[config.mk]
export PLATFORM = sky130hd
export DESIGN_NAME = json_string_unescape
export DESIGN_NICKNAME = d
export VERILOG_FILES = /design/src/rtl/jsu_pkg.sv /design/src/rtl/jsu_decode.sv /design/src/rtl/jsu_outq.sv /design/src/rtl/json_string_unescape.sv
export SDC_FILE = /design/constraint.sdc
export NUM_CORES = 1
export LEC_CHECK = 0
export BUFFER_PORTS_ARGS = -buffer_cell sky130_fd_sc_hd__buf_2
export CAP_MARGIN = 20
export CORE_ASPECT_RATIO = 1.2
export CORE_MARGIN = 5
export CORE_UTILIZATION = 25
export CTS_BUF_LIST = sky130_fd_sc_hd__clkbuf_16
export CTS_CLUSTER_DIAMETER = 80
export CTS_CLUSTER_SIZE = 24
export DETAILED_ROUTE_END_ITERATION = 10
export PLACE_DENSITY = 0.39
export SYNTH_ARGS = -nofsm -noshare
export SYNTH_HDL_FRONTEND = slang
export SYNTH_SLANG_ARGS = --single-unit
[constraint.sdc]
create_clock -name i_clk -period 13 [get_ports i_clk]
set_input_delay 1.95 -clock i_clk [delete_from_list [all_inputs] [get_ports i_clk]]
set_output_delay 1.95 -clock i_clk [all_outputs]
set_load 0.02 [all_outputs]
[src/rtl/jsu_pkg.sv]
`timescale 1ns / 1ps
// jsu_pkg: shared types and constants for the JSON string unescape block
// no dependencies

package jsu_pkg;

    // result queue depth, at least 4 so three results fit behind a waiting one
    localparam int QUEUE_DEPTH = 8;

    // characters with a meaning of their own
    localparam logic [7:0] CH_BSLASH = 8'h5C;
    localparam logic [7:0] CH_U      = 8'h75;
    localparam logic [7:0] CH_N      = 8'h6E;
    localparam logic [7:0] CH_R      = 8'h72;
    localparam logic [7:0] CH_T      = 8'h74;
    localparam logic [7:0] CH_B      = 8'h62;
    localparam logic [7:0] CH_F      = 8'h66;

    // utf-8 encoding
    localparam logic [15:0] CP_ONE_LIMIT = 16'h0080;
    localparam logic [15:0] CP_TWO_LIMIT = 16'h0800;
    localparam logic [7:0]  UTF8_LEAD2   = 8'hC0;
    localparam logic [7:0]  UTF8_LEAD3   = 8'hE0;
    localparam logic [7:0]  UTF8_CONT    = 8'h80;
    localparam logic [7:0]  UTF8_MASK6   = 8'h3F;

    // one result of the output channel
    typedef struct packed {
        logic [7:0] byte_out;
        logic       byte_valid;
        logic       last;
    } t_result;

    // everything one accepted request produces
    typedef struct packed {
        logic [1:0]        cnt;
        t_result [2:0]     res;
    } t_dec;

endpackage

[src/rtl/jsu_decode.sv]
`timescale 1ns / 1ps
// jsu_decode: escape state, held \u characters and single-pass decode
// depends on jsu_pkg

module jsu_decode import jsu_pkg::*; (
    input  logic       i_clk,
    input  logic       i_rst_n,
    input  logic       i_accept,
    input  logic [7:0] i_char_in,
    input  logic       i_end_of_string,
    output t_dec       o_dec
);

    typedef enum logic [2:0] {
        PH_NORMAL = 3'b001,
        PH_ESCAPE = 3'b010,
        PH_HEX    = 3'b100
    } t_phase;

    t_phase     r_phase, n_phase;
    logic [1:0] r_cnt, n_cnt;
    logic [7:0] r_held [3];
    logic [7:0] n_held [3];

    function automatic logic [7:0] map_escape(input logic [7:0] e);
        logic [7:0] m;
        case (e)
            CH_N:    m = 8'h0A;
            CH_R:    m = 8'h0D;
            CH_T:    m = 8'h09;
            CH_B:    m = 8'h08;
            CH_F:    m = 8'h0C;
            default: m = e;
        endcase
        return m;
    endfunction

    function automatic logic [4:0] hex_digit(input logic [7:0] c);
        logic [4:0] d;
        if (c >= 8'h30 && c <= 8'h39) begin
            d = {1'b1, 4'(c - 8'h30)};
        end else if (c >= 8'h61 && c <= 8'h66) begin
            d = {1'b1, 4'(c - 8'h57)};
        end else if (c >= 8'h41 && c <= 8'h46) begin
            d = {1'b1, 4'(c - 8'h37)};
        end else begin
            d = 5'd0;
        end
        return d;
    endfunction

    logic [7:0]  bytes [3];
    logic [1:0]  k;
    logic [7:0]  q [4];
    logic [7:0]  t [3];
    logic [1:0]  tn;
    logic [15:0] cp;
    logic        stop;
    logic        esc;
    logic [4:0]  d;

    always_comb begin
        n_phase = r_phase;
        n_cnt   = r_cnt;
        n_held  = r_held;
        bytes   = '{default: 8'd0};
        k       = 2'd0;
        cp      = 16'd0;
        stop    = 1'b0;
        esc     = 1'b0;
        d       = 5'd0;
        q       = '{r_held[0], r_held[1], r_held[2], i_char_in};
        t       = '{r_held[0], r_held[1], r_held[2]};
        tn      = r_cnt;

        unique case (r_phase)
            PH_ESCAPE: begin
                n_phase = PH_NORMAL;
                if (i_char_in == CH_U) begin
                    n_phase = PH_HEX;
                    n_cnt   = 2'd0;
                end else begin
                    bytes[0] = map_escape(i_char_in);
                    k        = 2'd1;
                end
            end
            PH_HEX: begin
                if (r_cnt == 2'd3) begin
                    // code point from the leading run of hex digits
                    for (int j = 0; j < 4; j++) begin
                        d = hex_digit(q[j]);
                        if (!stop && d[4]) begin
                            cp = {cp[11:0], d[3:0]};
                        end else begin
                            stop = 1'b1;
                        end
                    end
                    if (cp < CP_ONE_LIMIT) begin
                        bytes[0] = cp[7:0];
                        k        = 2'd1;
                    end else if (cp < CP_TWO_LIMIT) begin
                        bytes[0] = UTF8_LEAD2 | {3'd0, cp[10:6]};
                        bytes[1] = UTF8_CONT | (cp[7:0] & UTF8_MASK6);
                        k        = 2'd2;
                    end else begin
                        bytes[0] = UTF8_LEAD3 | {4'd0, cp[15:12]};
                        bytes[1] = UTF8_CONT | (cp[13:6] & UTF8_MASK6);
                        bytes[2] = UTF8_CONT | (cp[7:0] & UTF8_MASK6);
                        k        = 2'd3;
                    end
                    n_phase = PH_NORMAL;
                    n_cnt   = 2'd0;
                end else if (i_end_of_string) begin
                    // short \u at end: replay held characters as plain input
                    t[r_cnt] = i_char_in;
                    for (int j = 0; j < 3; j++) begin
                        if (2'(j) <= tn) begin
                            if (esc) begin
                                esc = 1'b0;
                                if (t[j] != CH_U) begin
                                    bytes[k] = map_escape(t[j]);
                                    k        = k + 2'd1;
                                end
                            end else if (t[j] == CH_BSLASH) begin
                                esc = 1'b1;
                            end else begin
                                bytes[k] = t[j];
                                k        = k + 2'd1;
                            end
                        end
                    end
                end else begin
                    n_held[r_cnt] = i_char_in;
                    n_cnt         = r_cnt + 2'd1;
                end
            end
            default: begin
                if (i_char_in == CH_BSLASH) begin
                    n_phase = PH_ESCAPE;
                end else begin
                    bytes[0] = i_char_in;
                    k        = 2'd1;
                end
            end
        endcase

        if (i_end_of_string) begin
            n_phase = PH_NORMAL;
            n_cnt   = 2'd0;
        end
    end

    always_comb begin
        o_dec = '0;
        if (i_end_of_string && k == 2'd0) begin
            o_dec.cnt    = 2'd1;
            o_dec.res[0] = '{byte_out: 8'd0, byte_valid: 1'b0, last: 1'b1};
        end else begin
            o_dec.cnt = k;
            for (int j = 0; j < 3; j++) begin
                o_dec.res[j].byte_out   = bytes[j];
                o_dec.res[j].byte_valid = 1'b1;
                o_dec.res[j].last       = i_end_of_string && (2'(j + 1) == k);
            end
        end
    end

    always_ff @(posedge i_clk) begin
        if (!i_rst_n) begin
            r_phase <= PH_NORMAL;
            r_cnt   <= 2'd0;
        end else if (i_accept) begin
            r_phase <= n_phase;
            r_cnt   <= n_cnt;
        end
    end

    always_ff @(posedge i_clk) begin
        if (i_accept) begin
            r_held <= n_held;
        end
    end

endmodule

[src/rtl/jsu_outq.sv]
`timescale 1ns / 1ps
// jsu_outq: result queue, takes up to three results a cycle, gives one while i_stall is low
// depends on jsu_pkg

module jsu_outq import jsu_pkg::*; #(
    parameter int DEPTH = QUEUE_DEPTH
) (
    input  logic    i_clk,
    input  logic    i_rst_n,
    input  logic    i_push,
    input  t_dec    i_dec,
    output logic    o_room,
    output logic    o_valid,
    input  logic    i_stall,
    output t_result o_result
);

    localparam int PW = (DEPTH > 1) ? $clog2(DEPTH) : 1;
    localparam int CW = $clog2(DEPTH + 1);

    t_result       r_mem [DEPTH];
    logic [PW-1:0] r_wr, n_wr;
    logic [PW-1:0] r_rd, n_rd;
    logic [CW-1:0] r_count, n_count;
    logic [1:0]    push_cnt;
    logic          pop;

    function automatic logic [PW-1:0] wrap_add(input logic [PW-1:0] p, input logic [1:0] off);
        logic [PW:0] s;
        s = {1'b0, p} + {{(PW-1){1'b0}}, off};
        if (s >= (PW+1)'(DEPTH)) begin
            s = s - (PW+1)'(DEPTH);
        end
        return s[PW-1:0];
    endfunction

    assign push_cnt = i_push ? i_dec.cnt : 2'd0;
    assign pop      = o_valid && !i_stall;
    assign o_valid  = (r_count != '0);
    assign o_result = r_mem[r_rd];
    assign o_room   = (r_count <= CW'(DEPTH - 3));

    always_comb begin
        n_wr    = wrap_add(r_wr, push_cnt);
        n_rd    = pop ? wrap_add(r_rd, 2'd1) : r_rd;
        n_count = r_count + CW'(push_cnt) - CW'(pop);
    end

    always_ff @(posedge i_clk) begin
        if (!i_rst_n) begin
            r_wr    <= '0;
            r_rd    <= '0;
            r_count <= '0;
        end else begin
            r_wr    <= n_wr;
            r_rd    <= n_rd;
            r_count <= n_count;
        end
    end

    always_ff @(posedge i_clk) begin
        for (int j = 0; j < 3; j++) begin
            if (2'(j) < push_cnt) begin
                r_mem[wrap_add(r_wr, 2'(j))] <= i_dec.res[j];
            end
        end
    end

endmodule

[src/rtl/json_string_unescape.sv]
`timescale 1ns / 1ps
// json_string_unescape: streaming decoder for the body of a JSON string
// depends on jsu_pkg, jsu_decode, jsu_outq
//
//   channel  direction  handshake          payload
//   input    in         i_valid / o_stall  i_char_in, i_end_of_string
//   output   out        o_valid / i_stall  o_byte_out, o_byte_valid, o_last
//
// one request is decoded in the cycle it is accepted; its results are registered
// into the queue and reach the output behind any results already queued.
// a request may be accepted every cycle while o_stall is low; each gives zero to three results.
// o_stall rises while the result queue has fewer than three free entries.
// synchronous active-low reset empties the queue and returns to plain text.

module json_string_unescape import jsu_pkg::*; #(
    parameter int QDEPTH = QUEUE_DEPTH
) (
    input  logic       i_clk,
    input  logic       i_rst_n,
    input  logic       i_valid,
    output logic       o_stall,
    input  logic [7:0] i_char_in,
    input  logic       i_end_of_string,
    output logic       o_valid,
    input  logic       i_stall,
    output logic [7:0] o_byte_out,
    output logic       o_byte_valid,
    output logic       o_last
);

    t_dec    dec;
    t_result res;
    logic    room;
    logic    accept;

    assign o_stall = !room;
    assign accept  = i_valid && room;

    jsu_decode u_decode (
        .i_clk           (i_clk),
        .i_rst_n         (i_rst_n),
        .i_accept        (accept),
        .i_char_in       (i_char_in),
        .i_end_of_string (i_end_of_string),
        .o_dec           (dec)
    );

    jsu_outq #(
        .DEPTH (QDEPTH)
    ) u_outq (
        .i_clk    (i_clk),
        .i_rst_n  (i_rst_n),
        .i_push   (accept),
        .i_dec    (dec),
        .o_room   (room),
        .o_valid  (o_valid),
        .i_stall  (i_stall),
        .o_result (res)
    );

    assign o_byte_out   = res.byte_out;
    assign o_byte_valid = res.byte_valid;
    assign o_last       = res.last;

endmodule

Yosys cells after proc, flatten, opt, wreduce, memory -nomap -nowiden
Memory sizes are Yosys's and may differ from the RTL's. A register that Yosys moved wholly into a read port is not among the register bits. Index checks and enable logic that the tools add are counted.

Order comparisons: 44. Eq/ne operators: 30. Div/mod/pow operators: 0. Bitwise operators: 5. Shift-type cells: 0. Reduce and logical (&&, ||, !) cells: 36. Multipliers: 0. Add/subtract/negate cells: 26. Multiplexer cells: 150.

Operators by type and width (number): $mux W24 (13); $mux W8 (25); $eq A8 B7 Y1 const B (20); $bwmux W24 (5); $pmux W8 S5 (3); $mux W5 (20); $mux W16 (5); $ge A8 B7 Y1 const B (8); $le A8 B7 Y1 const B (8); $demux W8 S2 (3); $mux W2 (23); $mux W3 (14); $ge A8 B6 Y1 const B (4); $le A8 B6 Y1 const B (4); $sub A4 B3 Y4 const B (8); $mux W1 (30); $logic_and A1 B1 Y1 (24); $mux W20 (1); $ge A4 B4 Y1 const B (4); $lt A16 B12 Y1 const B (1); $lt A16 B8 Y1 const B (1); $ne A8 B7 Y1 const B (2); $pmux W8 S2 (1); $sub A4 B1 Y4 const B (4); other kinds (35) (60).

Bits in latches: 0. Logic and storage cells: 300. Input bits: 13. Bits in registers: 39. Memories: 1. Memory bits (read-only): 0. Output and inout bits: 12. Memory bits (writable): 80.

Memory list: u_outq.r_mem (depth 8, width 10, rd ports 1, clocked after Yosys merged registers in 1, wr ports 3, RTL line jsu_outq.sv:21) `t_result r_mem [DEPTH];`.

Logic depth before layout (Yosys ltp)
Gate-level depths: netlist of the first run.

Depth after elaboration: 37. Gate-level depth with buffers: 23. Depth with buffers taken out: 21.

Cells and area by module
Synthesis of the first run repeated with hierarchy kept, for this count alone.

Cells, all modules: 1250. Area total of the unflattened synthesis: 10486.3 µm².

Modules (own cells, without submodules): jsu_outq (times used 1, cells an instance 618, sequential area each 2662.6 µm², area an instance 5681.7 µm²); jsu_decode (times used 1, cells an instance 630, sequential area each 820.8 µm², area an instance 4794.6 µm²); json_string_unescape (times used 1, cells an instance 2, sequential area each 0.0 µm², area an instance 10.0 µm²).

Worst setup path after synthesis of the first run
OpenSTA, ideal clock, no wires.

Path type: input-to-reg. Start point: input i_char_in[1]. End point: register u_outq.r_count[2]. Required time: 12885 ps. Library setup time: 115 ps. Arrival time: 5578 ps. Slack: 7307 ps. Cell stages on the path: 17. Path buffers: 1. Path through: buf_2 inv_1 ha_1 o21bai_1 a2111oi_4 o21bai_4 mux2_2 o21ai_2 a31oi_1 o221ai_2 nand2_1 a21oi_1 ha_1 inv_1 fa_1 xnor2_1 and2_1.

Longest elaborated chain between the ends: 27. Elaborated cells between the ends (all ways): 73. Classes of those cells: 7 x add/sub; 8 x order compare; 7 x eq/ne; 45 x mux; 6 x reduce/logical.

Ends and longest elaborated chain: from (decl) (RTL line json_string_unescape.sv:22) `input logic [7:0] i_char_in,`; $bwmux W24 (RTL line jsu_decode.sv:115) `t[r_cnt] = i_char_in;`; $eq A8 B7 Y1 (RTL line jsu_decode.sv:124) `end else if (t[j] == CH_BSLASH) begin`; $mux W1 (RTL line jsu_decode.sv:124); $mux W2 (RTL line jsu_decode.sv:117) `if (2'(j) <= tn) begin`; $mux W2 (RTL line jsu_decode.sv:113) `end else if (i_end_of_string) begin`; $mux W2 (RTL line jsu_decode.sv:88) `if (r_cnt == 2'd3) begin`; $mux W2 (RTL line jsu_decode.sv:76) `unique case (r_phase)`; $add A2 B1 Y2 (RTL line jsu_decode.sv:122, jsu_decode.sv:128); [11 not listed]; $mux W2 (RTL line jsu_decode.sv:88); $pmux W2 S2 * (RTL line jsu_decode.sv:76); $logic_not A2 Y1 (RTL line jsu_decode.sv:155) `if (i_end_of_string && k == 2'd0) begin`; $logic_and A1 B1 Y1 (RTL line jsu_decode.sv:155); $mux W2 * (RTL line jsu_decode.sv:155); $mux W2 * (RTL line jsu_outq.sv:37) `assign push_cnt = i_push ? i_dec.cnt : 2'd0;`; $add A4 B2 Y4 * (RTL line jsu_outq.sv:46) `n_count = r_count + CW'(push_cnt) - CW'(pop);`; $sub A4 B1 Y4 * (RTL line jsu_outq.sv:46); to (signal assigned) (RTL line jsu_outq.sv:57) `r_count <= n_count;`; to (decl) (RTL line jsu_outq.sv:24) `logic [CW-1:0] r_count, n_count;`.

Every way passes the cells marked *; elsewhere a longest branch is shown, timed or not. The select of a mux whose other input is x is not followed. A chain may end at the register's enable or synchronous reset.

==> results of run 1 <==
## layout by cell type (no fill, tap or decap), types with 16 or more instances in the layout
cell,synthesis,layout
o211ai_1,20,20
mux2_2,26,26
dfxtp_1,18,18
nor3_1,17,16
clkbuf_16,0,17
o21ai_0,62,62
ha_1,33,33
inv_1,41,42
o21ai_1,16,16
nor2_1,70,70
mux4_2,20,20
mux2i_1,25,25
o22a_1,21,21
nand2b_1,20,20
edfxtp_1,104,104
nand2_1,128,128
nand3_1,22,22
and2_1,25,25
a31oi_1,18,18
a22oi_1,37,37
a21oi_1,41,41
buf_2,16,24
## logic make-up after synthesis
family,synth area share (%)
XOR/XNOR,1.331
buffers and inverters,4.348
AND/OR/NAND/NOR,19.93
flip-flops,35.29
AO/OA/AOI/OAI,24.21
adder cells (fa/ha/maj),4.589
multiplexers,10.29
## power by group
| part | switching [W] | internal, W | total [W] |
|---|---|---|---|
| Combinational | 0.000168 | 0.000121 | 0.000289 |
| Sequential | 0.0000179 | 0.000453 | 0.000471 |
| Clock | 0.000192 | 0.000301 | 0.000492 |
## path summary, 6_finish.rpt
kind                   from            endpoint  slack (ps)  cells after the start
max reg2reg   u_decode.q[9]  u_outq.r_mem[3][2]        7200                     14
max            i_char_in[0]  u_outq.r_mem[3][2]        6310                     15
min          u_outq.r_rd[1]      u_outq.r_rd[1]         540                      2
min reg2reg  u_outq.r_rd[1]      u_outq.r_rd[1]         540                      2
## area by class of cell
cell class | instances | area [um2]
timing repair buffer | 35 | 202.7
tap | 526 | 658.1
clock inverter | 15 | 175.2
sequential | 122 | 3483
fill | 4261 | 27860
clock buffer | 17 | 425.4
multi-input combinational | 831 | 5977
inverter | 44 | 165.2
## sequential cells by signal, indices dropped and copies added, names as in the netlist, named ones only
name              cells
u_decode.q           24
u_decode.r_cnt        2
u_decode.r_phase      3
u_outq.r_count        4
u_outq.r_mem         80
u_outq.r_rd           3
u_outq.r_wr           3
## routing by layer
layer / vias to the layer above / track usage [%] / part of all wire, %
met3: 80 / 2.704 / 4.7
li1: 4058 / - / -
met4: 0 / 6.118 / 3.2
met2: 326 / 29.70 / 48
met5: - / 0 / 0
met1: 4343 / 22.74 / 44
## worst min-delay path, delay by kind of cell (launching register included)
kind             cells  cell delay, ps
muxes                1             120
DFF                  1             310
and+or+nand+nor      1              70
## metrics by stage
step	setup slack, ps	utilization, %	hold WS [ps]	instances
CTS	6347	28.47	548.8	1590
detailed placement	5881	26.93	540.3	1558
floorplan	7307	-	512.5	1053
global route	5972	28.47	612.8	1590
finish	6312	28.47	542.4	1590
global placement	5958	26.93	544.0	1558
==> impl_metrics.env, run 1 <==
export IMPL_postSynthAreaPerCell_um2=9.373
export IMPL_mappedNetlistNets=1101
export IMPL_run_status="completed"
export IMPL_nNetsFinal=1099
export IMPL_clockRootBuffer="clkbuf_16"
export IMPL_synth_edff_count=104
export IMPL_floorplan_initialDensity_pct=25.34
export IMPL_final_period_utilization_pct=51.45
export IMPL_timing_final_crit_period_ps=6688
export IMPL_hold_path_class="register to register"
export IMPL_synth_largest_type_area_fraction_pct=31.64
export IMPL_vias=8807
export IMPL_numCtsBuffers=17
export IMPL_cts_htree_levels=4
export IMPL_total_routed_wirelength_um=38350
export IMPL_post_route_cells_drive_above_1_share_pct=14.94
export IMPL_cpLargestDelayFamily="compound AO/OA/AOI/OAI gates"
export IMPL_ys_top_cells_by_area="edfxtp_1, nand2_1, mux4_2"
export IMPL_post_drt_wl_per_cell_um=24.12
export IMPL_critical_path_required_ps=13170
export IMPL_yosys_cell_count_top_type="nand2_1"
export IMPL_io_buffers=24
export IMPL_clock_path_buffers=2
export IMPL_dpl_instance_area_um2=10490
export IMPL_total_leakage_power_nw=3.706
export IMPL_maxClockFrequency_mhz=149.5
export IMPL_drt_pass1_iterations=6
export IMPL_cap_viol_max_count=0
export IMPL_antenna_diode_count=0
export IMPL_endpoint_kind="register"
export IMPL_cp_num_buf_inv=3
export IMPL_ys_ff_latch=122
export IMPL_cp_max_fo=19
export IMPL_synth_seq_area_share_pct=35.29
export IMPL_finalSetupViolations=0
export IMPL_netlist_instances=1053
export IMPL_synth_warnings=0
export IMPL_detail_route_vias_per_cell=5.539
export IMPL_vdd_ir_drop_worst_mv=0.07867
export IMPL_synthesis_area_um2=9869
export IMPL_crit_type="input port to register"
export IMPL_area_growth_pct=12.34
export IMPL_yosys_most_used_dff="edfxtp_1"
export IMPL_post_cts_setup_buffers=0
export IMPL_drt_iter0_markers=826
export IMPL_groute_usage_overall_pct=17.49
export IMPL_grt_max_degree=28
export IMPL_timing_critical_path_cells="buf_2 > inv_1 > ha_1 > o21bai_1 > a2111oi_4 > o21bai_4 > mux2i_1 > o21ai_2 > a31oi_1 > o221ai_2 > a211oi_4 > inv_2 > o21ai_1 > o22a_1 > o21ai_0"
export IMPL_worst_slew_pin_slew_ps=1066
export IMPL_cellPowerDensity_nw_per_um2=113.0
export IMPL_ant_nets=0
export IMPL_io_pin_count=25
export IMPL_critical_path_max_stage_delay_ps=810
export IMPL_cp_startpoint_kind="input port"
export IMPL_worst_setup_hold_path_clk_slew_ps=60
export IMPL_place_gp_congestion=0.9380
export IMPL_die_h_um=227.7
export IMPL_globalRouteOverflowTotal=0
export IMPL_cts_resized_gates=0
export IMPL_finalMaxSlewViolations=0
export IMPL_hpwl_um=29180
export IMPL_drc=0
export IMPL_tritoncts="yes"
export IMPL_core_area_um2=38940
export IMPL_top_cell_type_by_total_area_after_synthesis="edfxtp_1"
export IMPL_clk_latency_ps=440
export IMPL_grt_first_pass_wirelength_um=57130
export IMPL_clock_sinks=122
export IMPL_post_route_cell_area_um2=11090
export IMPL_setup_repair_after_global_routing_missed_its_margin="false"
export IMPL_critPathArrivalTime_ps=6860
export IMPL_ys_async_sr_fraction_pct=0
export IMPL_via_count_of_the_first_global_routing_pass=8712
export IMPL_slowest_stage="a211oi_4"
export IMPL_rows=79
export IMPL_number_of_buffers_inserted_by_hold_repair_at_cts=0
export IMPL_die_area_um2=43570
export IMPL_number_of_library_cell_types_mapped_by_synthesis=102
export IMPL_timing_clock_skew_ps=17.10
export IMPL_die_width_um=191.4
export IMPL_p_total_w=0.001252
export IMPL_synth_top_cells_by_count="nand2_1, edfxtp_1, nor2_1"
export IMPL_normalized_max_slew_margin_pct=28.60
export IMPL_totalNegativeSetupSlack_ps=0
export IMPL_hold_viol=0
export IMPL_grt_antenna_before_repair=0
Note: power is estimated with default switching activity, not from simulation.
==> inputs of run 2 (changes only) <==
Settings changed: PLACE_DENSITY 0.39 to 0.4.
Clock period 13 ns to 5.7 ns, I/O delays scaled along.
==> run 2 against run 1 <==
  * Worst hold slack better by 3.7 ps
  * Sequential power up 130%
  * Worst setup slack got worse by 5900 ps
  * Combinational power up 140%
  * Count of clock-buffer cells in the layout unchanged
  * Clock power grew 140%
  * Total power grew 130%
  * First-iteration DRC count is 1.5% lower
  * Clock skew fell by 6.6 ps
  * Critical endpoint is now u_outq.r_mem[6][7]
==> impl_metrics.env, run 2 (synthesis gave the netlist of run 1 again) <==
export IMPL_worstReg2RegStart="u_decode.r_cnt[1]"
export IMPL_antenna_diode_count=0
export IMPL_timing_critical_path_cells="inv_1 > ha_1 > buf_4 > nor4bb_1 > o21a_1 > a21oi_1 > o21ai_1 > inv_1 > ha_1 > and2_1 > and2_1 > or3_1 > o21ai_0 > nand3_1 > o22a_1 > o21ai_0"
export IMPL_total_routed_wirelength_um=38620
export IMPL_dp_cells=1589
export IMPL_p_sw_w=0.0008830
export IMPL_cap_viol_max_count=0
export IMPL_normalized_max_slew_margin_pct=45.41
export IMPL_switching_share_pct=30.03
export IMPL_crit_type="register to register"
export IMPL_total_leakage_power_nw=3.880
export IMPL_endpoint_kind="register"
export IMPL_part_of_the_power_in_the_clock_network_pct=40.3
export IMPL_worst_setup_hold_path_clk_slew_ps=60
export IMPL_largest_register_ff_count=80
export IMPL_maxClockFrequency_mhz=190.5
export IMPL_clockRootBuffer="clkbuf_16"
export IMPL_totalNegativeSetupSlack_ps=0
export IMPL_worst_r2r_setup_slack_ps=450
export IMPL_grt_first_pass_wirelength_um=57930
export IMPL_slowest_stage="o21ai_0"
export IMPL_final_period_utilization_pct=92.10
export IMPL_nNetsFinal=1130
export IMPL_critPathArrivalTime_ps=5500
export IMPL_timing_final_crit_period_ps=5250
export IMPL_r2r_worst_path_cells=16
export IMPL_io_buffers=24
export IMPL_post_cts_setup_buffers=0
export IMPL_cts_htree_levels=4
export IMPL_fillerInstances=4224
export IMPL_die_width_um=191.4
export IMPL_floorplan_initialDensity_pct=25.34
export IMPL_post_route_cells_drive_above_1_share_pct=17.35
export IMPL_cts_resized_gates=0
export IMPL_layout_cells_non_filler=1621
export IMPL_hold_path_endpoint="u_outq.r_rd[1]"
export IMPL_cp_max_fo=13
export IMPL_cp_num_buf_inv=3
export IMPL_finalSetupViolations=0
export IMPL_share_seq_of_total_power_pct=36.6
export IMPL_io_pin_count=25
export IMPL_top_register="u_outq.r_mem"
export IMPL_finalMaxSlewViolations=0
export IMPL_clk_latency_ps=440
export IMPL_setup_repair_after_global_routing_missed_its_margin="false"
export IMPL_post_drt_wl_per_cell_um=23.82
export IMPL_number_of_buffers_inserted_by_hold_repair_at_cts=0
export IMPL_groute_usage_overall_pct=17.75
export IMPL_combPwrFrac_pct=23.1
export IMPL_hold_path_class="register to register"
export IMPL_drt_iter0_markers=814
export IMPL_core_area_um2=38940
export IMPL_cellPowerDensity_nw_per_um2=258.7
export IMPL_worst_slew_pin_slew_ps=796.1
export IMPL_grt_max_degree=27
export IMPL_vias=8906
export IMPL_critical_path_required_ps=5950
export IMPL_hpwl_um=29730
export IMPL_rows=79
export IMPL_clock_path_buffers=2
export IMPL_tritoncts="yes"
export IMPL_most_common_cell_after_layout_fill_and_taps_aside="nand2_1"
export IMPL_area_growth_pct=15.14
export IMPL_timing_clock_skew_ps=10.51
export IMPL_drt_pass1_iterations=5
export IMPL_ant_nets=0
export IMPL_drc=0
export IMPL_grt_antenna_before_repair=1
export IMPL_worstHoldStart="u_outq.r_rd[1]"
export IMPL_globalRouteOverflowTotal=0
export IMPL_run_status="completed"
export IMPL_cell_internal_pwr_w=0.002057
export IMPL_holdPathStages=2
export IMPL_via_count_of_the_first_global_routing_pass=8826
export IMPL_rr_endpoint="u_outq.r_mem[6][7]"
export IMPL_layout_common_cells="nand2_1, edfxtp_1, nor2_1, o21ai_0"
export IMPL_place_gp_congestion=0.9073
export IMPL_numCtsBuffers=17
export IMPL_clock_sinks=122
export IMPL_critical_path_max_stage_delay_ps=550
export IMPL_vdd_ir_drop_worst_mv=0.1897
export IMPL_cpLargestDelayFamily="compound AO/OA/AOI/OAI gates"
export IMPL_cp_startpoint_kind="register"
export IMPL_hold_viol=0
export IMPL_die_area_um2=43570
export IMPL_detail_route_vias_per_cell=5.494
export IMPL_die_h_um=227.7
[run 2: changes by cell type in the layout (fill, tap and decap cells not counted), sizes merged]
cell      change
buf          +31
clkinvlp      -2
bufinv        +1
clkinv        +1
[run 2: worst max-delay path by stage]
stage,startpoint,to,slack (ps),depth (start not counted)
floorplan,i_char_in[1],u_outq.r_count[2],1100,17
global placement,i_char_in[1],u_outq.r_mem[6][5],510,14
detailed placement,i_char_in[1],u_outq.r_mem[6][4],400,15
CTS,u_decode.r_cnt[1],u_outq.r_mem[6][7],550,16
global route,u_decode.r_cnt[1],u_outq.r_mem[0][7],220,16
finish,u_decode.r_cnt[1],u_outq.r_mem[6][7],450,16
[run 2: power by group through the flow]
stage / clock, W / sequential (W) / combinational, W
6_report: 0.00118 / 0.00108 / 0.000680
5_1_grt: 0.00125 / 0.00108 / 0.000751
3_5_place_dp: 0 / 0.00109 / 0.000695
2_1_floorplan: 0 / 0.00107 / 0.000489
3_3_place_gp: 0 / 0.00111 / 0.000676
4_1_cts: 0.00121 / 0.00108 / 0.000697
[run 2: layout make-up]
cell class                 instances  area, um2  share of cell area, %
clock inverter                    15      195.2                  1.718
multi-input combinational        831       5968                  52.52
timing repair buffer              66      467.9                  4.118
tap                              526      658.1                  5.792
sequential                       122       3483                  30.65
clock buffer                      17      425.4                  3.744
inverter                          44      165.2                  1.453
[run 2: worst min-delay path, stage by stage (launching register included)]
cell,delay [ps]
dfxtp_1,310
mux2i_1,120
nor2b_1,70
[run 2: metrics by stage]
| stage | worst slack (ps) | utilization, % | total power [W] | hold WS, ps | area, um2 |
|---|---|---|---|---|---|
| after detailed placement | 398.1 | 27.58 | 0.001789 | 544.0 | 10740 |
| after global routing | 220.7 | 29.18 | 0.003086 | 603.8 | 11360 |
| after floorplan | 1102 | - | 0.001558 | 512.5 | 9869 |
| after global placement | 510.4 | 27.51 | 0.001781 | 535.1 | 10720 |
| after CTS | 549.1 | 29.18 | 0.002985 | 552.4 | 11360 |
| final | 450.2 | 29.18 | 0.002940 | 546.1 | 11360 |
[run 2: metal layers]
metal	global-route usage (%)	share of wire, %
met1	22.30	42
met2	31.05	50
met3	2.811	5.0
met4	6.165	3.1
met5	0	0
